[src/assert_macros.svh]
// Assertion macros used by the top level of the word engine.
`ifndef ASSERT_MACROS_SVH
`define ASSERT_MACROS_SVH

// Clocked assertion, checked only outside reset.
`define PBB_ASSERT(lbl, prop, msg) \
  lbl: assert property (@(posedge clk) disable iff (rst) prop) else $error(msg);

// Clocked assertion, checked during reset as well.
`define PBB_ASSERT_ALWAYS(lbl, prop, msg) \
  lbl: assert property (@(posedge clk) prop) else $error(msg);

`endif

[src/pbb_pkg.sv]
// Types, codes and helper functions of the planar bit-block word engine.
package pbb_pkg;

  localparam int MAX_PLANES = 8;

  localparam logic [2:0] REG_SKEW          = 3'd0;
  localparam logic [2:0] REG_LEFT_EDGE     = 3'd1;
  localparam logic [2:0] REG_RIGHT_EDGE    = 3'd2;
  localparam logic [2:0] REG_OP_TABLE      = 3'd3;
  localparam logic [2:0] REG_FG_COLOR      = 3'd4;
  localparam logic [2:0] REG_BG_COLOR      = 3'd5;
  localparam logic [2:0] REG_RIGHT_TO_LEFT = 3'd6;

  localparam logic CMD_SRC = 1'b0;
  localparam logic CMD_DST = 1'b1;

  localparam logic [1:0] POS_FIRST  = 2'd0;
  localparam logic [1:0] POS_MIDDLE = 2'd1;
  localparam logic [1:0] POS_LAST   = 2'd2;
  localparam logic [1:0] POS_ONLY   = 2'd3;

  localparam logic [3:0]  SKEW_RESET       = 4'd0;
  localparam logic [3:0]  LEFT_EDGE_RESET  = 4'd0;
  localparam logic [3:0]  RIGHT_EDGE_RESET = 4'd15;
  localparam logic [15:0] OP_TABLE_RESET   = 16'h3333;

  typedef struct packed {
    logic [3:0]  skew;
    logic [3:0]  left_edge;
    logic [3:0]  right_edge;
    logic [15:0] op_table;
    logic [7:0]  fg_color;
    logic [7:0]  bg_color;
    logic        right_to_left;
  } cfg_t;

  typedef struct packed {
    logic        cmd;
    logic [15:0] data_word;
    logic        line_start;
    logic [1:0]  word_pos;
    logic [2:0]  plane;
  } item_t;

  // Raster op on 16 bits: op bit 3 covers ~s&~d, bit 2 ~s&d, bit 1 s&~d, bit 0 s&d.
  function automatic logic [15:0] apply_rop(input logic [3:0] op, input logic [15:0] s,
                                            input logic [15:0] d);
    apply_rop = ({16{op[3]}} & ~s & ~d) | ({16{op[2]}} & ~s & d) |
                ({16{op[1]}} & s & ~d)  | ({16{op[0]}} & s & d);
  endfunction

  function automatic logic [15:0] edge_mask(input cfg_t cfg, input logic [1:0] pos);
    logic [15:0] lmask;
    logic [15:0] rmask;
    lmask = 16'hFFFF >> cfg.left_edge;
    rmask = ~(16'hFFFF >> ({1'b0, cfg.right_edge} + 5'd1));
    case (pos)
      POS_FIRST:  edge_mask = cfg.right_to_left ? rmask : lmask;
      POS_LAST:   edge_mask = cfg.right_to_left ? lmask : rmask;
      POS_ONLY:   edge_mask = lmask & rmask;
      default:    edge_mask = 16'hFFFF;
    endcase
  endfunction

endpackage

[src/pbb_cfg.sv]
// Configuration register file of the word engine.
module pbb_cfg (
  input  logic          clk,
  input  logic          rst,
  input  logic          cfg_we,
  input  logic [2:0]    cfg_index,
  input  logic [15:0]   cfg_data,
  output pbb_pkg::cfg_t cfg
);
  import pbb_pkg::*;

  always_ff @(posedge clk) begin
    if (rst) begin
      cfg.skew          <= SKEW_RESET;
      cfg.left_edge     <= LEFT_EDGE_RESET;
      cfg.right_edge    <= RIGHT_EDGE_RESET;
      cfg.op_table      <= OP_TABLE_RESET;
      cfg.fg_color      <= 8'd0;
      cfg.bg_color      <= 8'd0;
      cfg.right_to_left <= 1'b0;
    end else if (cfg_we) begin
      case (cfg_index)
        REG_SKEW:          cfg.skew          <= cfg_data[3:0];
        REG_LEFT_EDGE:     cfg.left_edge     <= cfg_data[3:0];
        REG_RIGHT_EDGE:    cfg.right_edge    <= cfg_data[3:0];
        REG_OP_TABLE:      cfg.op_table      <= cfg_data;
        REG_FG_COLOR:      cfg.fg_color      <= cfg_data[7:0];
        REG_BG_COLOR:      cfg.bg_color      <= cfg_data[7:0];
        REG_RIGHT_TO_LEFT: cfg.right_to_left <= cfg_data[0];
        default: ;
      endcase
    end
  end

endmodule

[src/pbb_datapath.sv]
// Funnel register and masked raster-op logic of the word engine.
module pbb_datapath #(
  parameter int MAX_PLANES = pbb_pkg::MAX_PLANES
) (
  input  logic           clk,
  input  logic           rst,
  input  pbb_pkg::cfg_t  cfg,
  input  pbb_pkg::item_t item,
  input  logic           advance,
  output logic [15:0]    result_word
);
  import pbb_pkg::*;

  logic [31:0] funnel;
  logic [31:0] funnel_next;
  logic [31:0] funnel_base;
  logic        fg_bit;
  logic        bg_bit;
  logic [3:0]  op;
  logic [15:0] src_win;
  logic [15:0] mask;

  // A line start empties the funnel before the new word goes in.
  always_comb begin
    funnel_base = item.line_start ? 32'd0 : funnel;
    if (cfg.right_to_left) begin
      funnel_next = {item.data_word, funnel_base[31:16]};
    end else begin
      funnel_next = {funnel_base[15:0], item.data_word};
    end
  end

  always_ff @(posedge clk) begin
    if (rst) begin
      funnel <= 32'd0;
    end else if (advance && item.cmd == CMD_SRC) begin
      funnel <= funnel_next;
    end
  end

  // Planes past the last one read both color bits as zero.
  always_comb begin
    fg_bit = 1'b0;
    bg_bit = 1'b0;
    if (int'(item.plane) < MAX_PLANES) begin
      fg_bit = cfg.fg_color[item.plane];
      bg_bit = cfg.bg_color[item.plane];
    end
    case ({fg_bit, bg_bit})
      2'd0:    op = cfg.op_table[3:0];
      2'd1:    op = cfg.op_table[7:4];
      2'd2:    op = cfg.op_table[11:8];
      default: op = cfg.op_table[15:12];
    endcase
    src_win     = 16'(funnel >> cfg.skew);
    mask        = edge_mask(cfg, item.word_pos);
    result_word = (item.data_word & ~mask) | (apply_rop(op, src_win, item.data_word) & mask);
  end

endmodule

[src/planar_bitblt_word_engine.sv]
// Top level of the planar bit-block transfer word engine.
//
// Words arrive on the input channel (in_valid/in_ready) with cmd, data_word,
// line_start, word_pos and plane. A source word (cmd 0) is shifted into the
// 32-bit funnel and gives no result. A destination word (cmd 1) is combined
// with the funnel window by the raster op chosen for its plane, edge masked,
// and leaves as result_word on the output channel (out_valid/out_ready).
// An accepted destination word is registered in the input stage, and its
// result is then loaded into the output register that drives out_valid and
// result_word. Throughput is one word per cycle while the receiver takes
// results, set by the single input register feeding the result register.
// When the receiver stalls, the result waits in the output register; source
// words keep flowing, and one destination word may wait in the input stage
// before in_ready drops. Reset clears the funnel, both stage valid flags and
// loads the register defaults (skew 0, left edge 0, right edge 15, op table
// 0x3333, colors 0, left to right). The user must write registers through
// cfg_we, cfg_index and cfg_data only while no word is in flight; the block
// itself does not enforce this.
module planar_bitblt_word_engine #(
  parameter int MAX_PLANES = pbb_pkg::MAX_PLANES
) (
  input  logic        clk,
  input  logic        rst,
  input  logic        cfg_we,
  input  logic [2:0]  cfg_index,
  input  logic [15:0] cfg_data,
  input  logic        in_valid,
  output logic        in_ready,
  input  logic        cmd,
  input  logic [15:0] data_word,
  input  logic        line_start,
  input  logic [1:0]  word_pos,
  input  logic [2:0]  plane,
  output logic        out_valid,
  input  logic        out_ready,
  output logic [15:0] result_word
);
  import pbb_pkg::*;

  `include "assert_macros.svh"

  cfg_t        cfg;
  item_t       stage;
  logic        stage_valid;
  logic        advance;
  logic        dst_done;
  logic [15:0] comb_result;

  pbb_cfg u_cfg (
    .clk       (clk),
    .rst       (rst),
    .cfg_we    (cfg_we),
    .cfg_index (cfg_index),
    .cfg_data  (cfg_data),
    .cfg       (cfg)
  );

  pbb_datapath #(
    .MAX_PLANES (MAX_PLANES)
  ) u_datapath (
    .clk         (clk),
    .rst         (rst),
    .cfg         (cfg),
    .item        (stage),
    .advance     (advance),
    .result_word (comb_result)
  );

  // A source word never needs the output register, so it always moves on.
  // A destination word moves on when the output register is free or being
  // emptied in this cycle.
  assign advance  = stage_valid && (stage.cmd == CMD_SRC || !out_valid || out_ready);
  assign dst_done = advance && stage.cmd == CMD_DST;
  assign in_ready = !stage_valid || advance;

  always_ff @(posedge clk) begin
    if (rst) begin
      stage_valid <= 1'b0;
    end else if (in_ready) begin
      stage_valid <= in_valid;
    end
  end

  always_ff @(posedge clk) begin
    if (in_valid && in_ready) begin
      stage.cmd        <= cmd;
      stage.data_word  <= data_word;
      stage.line_start <= line_start;
      stage.word_pos   <= word_pos;
      stage.plane      <= plane;
    end
  end

  always_ff @(posedge clk) begin
    if (rst) begin
      out_valid <= 1'b0;
    end else if (dst_done) begin
      out_valid <= 1'b1;
    end else if (out_ready) begin
      out_valid <= 1'b0;
    end
  end

  always_ff @(posedge clk) begin
    if (dst_done) begin
      result_word <= comb_result;
    end
  end

  `PBB_ASSERT(a_src_never_stalls, (stage_valid && stage.cmd == CMD_SRC) |-> in_ready, "src stalled")
  `PBB_ASSERT(a_dst_gives_result, dst_done |=> out_valid, "destination word produced no result")
  `PBB_ASSERT(a_taken_clears, (out_valid && out_ready && !dst_done) |=> !out_valid, "result repeated")
  `PBB_ASSERT_ALWAYS(a_reset_empties, rst |=> (!out_valid && !stage_valid), "word survived reset")

endmodule

[config.mk]
export PLATFORM = sky130hd
export DESIGN_NAME = planar_bitblt_word_engine
export DESIGN_NICKNAME = d
export VERILOG_FILES = /design/src/pbb_pkg.sv /design/src/pbb_cfg.sv /design/src/pbb_datapath.sv /design/src/planar_bitblt_word_engine.sv
export VERILOG_INCLUDE_DIRS = /design/src /design/src/src
export SDC_FILE = /design/constraint.sdc
export NUM_CORES = 1
export LEC_CHECK = 0
export BUFFER_PORTS_ARGS = -buffer_cell sky130_fd_sc_hd__buf_2
export CORE_MARGIN = 5
export CORE_UTILIZATION = 57
export DETAILED_ROUTE_END_ITERATION = 8
export GPL_ROUTABILITY_DRIVEN = 0
export GPL_TIMING_DRIVEN = 0
export PLACE_DENSITY = 0.77
export RECOVER_POWER = 25
export SETUP_SLACK_MARGIN = 0.15
export SLEW_MARGIN = 20
export SYNTH_ARGS = -nofsm -noshare
export SYNTH_HDL_FRONTEND = slang
export SYNTH_SLANG_ARGS = --single-unit
[constraint.sdc]
create_clock -name clk -period 3.2 [get_ports clk]
set_input_delay 0.32 -clock clk [delete_from_list [all_inputs] [get_ports clk]]
set_output_delay 0.32 -clock clk [all_outputs]
set_load 0.005 [all_outputs]
==> metrics.yaml <==
timing.rr.end: "result_word[8]$_DFFE_PP_"
track_usage_pct: 30.9
ys_top_cells_by_count: "nand2_1 (95), nor2_1 (87), dfxtp_1 (79)"
finalSetupViolCount: 0
powerDensity_nw_per_um2: 462
layout-drive-gt1-share_pct: 19.1
die_w_um: 124
max_freq_mhz: 335
clock_power_share_pct: 43.7
clockBufferDepth: 2
yosysUniqueCellTypes: 58
die-area_um2: 15300
grt_pass1_wl_um: 35900
combPwrFrac_pct: 13.3
endpoint: "result_word[8]$_DFFE_PP_"
grt_antenna_before_repair: 0
slowest_delay_ps: 570
insertion_delay_ps: 430
grt_setup_unrepaired: "yes"
cts_root_buf: "clkbuf_16"
cp_common_cell: "buf_4"
drtAntennaViolNets: 0
synth_top_cell_by_area: "dfxtp_1"
internal_power_w: 0.00289
cp_data_required_time_ps: 3370
p_sw_w: 0.00104
crit_arrival_ps: 3160
diodes: 0
multi_input_area_um2: 4280
p_leak_nw: 3.17
vias: 7186
r2r_slack_ps: 210
regArea_um2: 2750
fillers: 1009
synth_top_area_share_pct: 21.5
critPathTopFamily: "multiplexers"
vdd_drop_max_uv: 387
yosysMostFrequentCell: "nand2_1"
hold_buffers: 0
whs_ps: 57.3
first_pass_iters: 6
drv_cap: 0
final_nets: 923
critPathSlowestCell: "mux4_1"
critical_path.max_fanout: 10
cp-end-kind: "flip-flop"
cts_buffers: 17
path_cells: "buf_4 -> mux4_1 -> mux2_2 -> buf_4 -> mux2_4 -> buf_4 -> mux2_2 -> o31a_1"
syn-cell-area_um2: 7350
skew_ps: 8.60
syn2layout_area_growth_pct: 15.6
seq_area_frac_synth_pct: 37.5
r2r_start: "stage[0]$_DFFE_PP_"
io_buffers: 63
synth-edff-count: 39
syn_area_per_cell_um2: 9.30
ios: 65
clk_pin_slew_ps: 60
clock_sinks: 118
critPathKind: "flip-flop to flip-flop"
syn_nets: 837
drt-initial-drc-count: 1264
cts_htree_levels: 4
ys.flop_type: "dfxtp_1"
dpl_cell_area_um2: 7940
syn_inst: 790
grt_pass1_vias: 6995
ys_ff_latch: 118
drc: 0
netlist_top_cells_area: "dfxtp_1 (22%), edfxtp_1 (16%), mux4_2 (9.2%), mux2i_1 (6.0%), a21oi_1 (5.0%)"
drv_slew: 0
dp_hpwl_um: 16600
rr_worst_depth: 8
die_h_um: 124
startpoint: "stage[0]$_DFFE_PP_"
start_util_pct: 58.2
vias_per_cell: 6.77
overflow: 0
cts_tree: "done"
worst-path-stages: 8
wire_per_inst_um: 21.3
fin_crit_ps: 2990
hold_class: "input port to flip-flop"
swShare_pct: 26.5
finalHoldViolations: 0
async_flop_share_pct: 0
yosys_warnings: 0
wl_um: 22600
pwr-share-seq_pct: 43.0
fin_setup_tns_ps: 0
status: "completed"
fin_crit_sh_pct: 93.4
fin_area_um2: 8490
rows: 41
cp-start-kind: "flip-flop"
core_area_um2: 12600
cp_num_buf_inv: 3
grt_max_degree: 18
relSlewSlack_pct: 46.6
worstMarginPinSlew_ps: 799
[worst reg2reg max path, stage by stage (launching register included)]
cell,delay (ps)
edfxtp_1,430
buf_4,160
mux4_1,570
mux2_2,300
buf_4,200
mux2_4,350
buf_4,190
mux2_2,270
o31a_1,260
[power groups by stage]
stage / registers [W] / logic (W) / clock network [W]
final: 0.00169 / 0.000524 / 0.00171
after global routing: 0.00169 / 0.000563 / 0.00179
after CTS: 0.00168 / 0.000508 / 0.00172
after detailed placement: 0.00171 / 0.000503 / 0
after global placement: 0.00171 / 0.000478 / 0
after floorplan: 0.00169 / 0.000352 / 0
[worst min path at each step]
stage / start / end / slack (ps) / cells past startpoint
CTS: word_pos[0] / stage[3]$_DFFE_PP_ / 50 / 1
floorplan: plane[0] / stage[0]$_DFFE_PP_ / 420 / 0
global route: data_word[4] / stage[10]$_DFFE_PP_ / 50 / 1
detailed placement: u_cfg.cfg[13]$_SDFFE_PP0P_ / u_cfg.cfg[13]$_SDFFE_PP0P_ / 440 / 2
global placement: u_cfg.cfg[3]$_SDFFE_PP0P_ / u_cfg.cfg[3]$_SDFFE_PP0P_ / 440 / 2
finish: word_pos[0] / stage[3]$_DFFE_PP_ / 60 / 1
[kinds of logic (layout without fill, tap and decap cells)]
logic type	count (synthesis)	in the layout	share of synthesized area, %
simple gates	249	249	15.3
xor+xnor	1	1	0.119
mux	108	108	21.1
buf+inv	80	179	4.56
flops	118	118	37.5
compound gates	234	234	21.5
[flip-flops by register name (all words and copies together) (netlist names)]
signal	count
u_cfg.cfg	45
u_datapath.funnel	32
out_valid	1
stage	23
stage_valid	1
result_word	16
[metal layers]
| layer | part of all wire, % | track usage, % | up-vias |
|---|---|---|---|
| li1 | - | - | 3173 |
| met1 | 38 | 38.5 | 3362 |
| met2 | 45 | 48.5 | 531 |
| met3 | 11 | 8.55 | 120 |
| met4 | 5.1 | 17.1 | 0 |
| met5 | 0 | 0 | - |
[final cells by class]
type | count | area share, %
well taps | 172 | 2.53
clock inverters | 9 | 0.589
multi-input cells | 592 | 50.4
flip-flops and latches | 118 | 32.4
clock buffers | 23 | 5.64
plain buffers | 68 | 3.52
repair buffers | 67 | 4.32
inverters | 12 | 0.530
[what timing repair did]
item,in CTS,in global routing
setup endpoints to repair,1,11
gates resized for setup,0,10
setup buffers,1,1
[metrics by stage]
step	power, W	setup WS, ps	utilization (%)	std cells
after global placement	0.00219	46.9	62.4	1025
after detailed placement	0.00222	-9.29	62.9	1027
final	0.00393	211	67.3	1061
after CTS	0.00391	153	67.1	1060
after global routing	0.00404	144	67.3	1061
after floorplan	0.00204	327	-	790
[cells in the final DEF, fill, tap and decap left out, drive strengths merged, types with 19 or more instances in the layout]
cell type / synthesis / routed
edfxtp: 39 / 39
a21oi: 75 / 75
clkbuf: 48 / 74
nand2: 95 / 95
dfxtp: 79 / 79
mux4: 32 / 32
nor3b: 19 / 19
o21ai: 31 / 31
buf: 20 / 84
mux2: 31 / 31
nor2: 87 / 87
mux2i: 45 / 45
o221ai: 24 / 24
a211oi: 24 / 24
(Power assumes the default switching activity.)
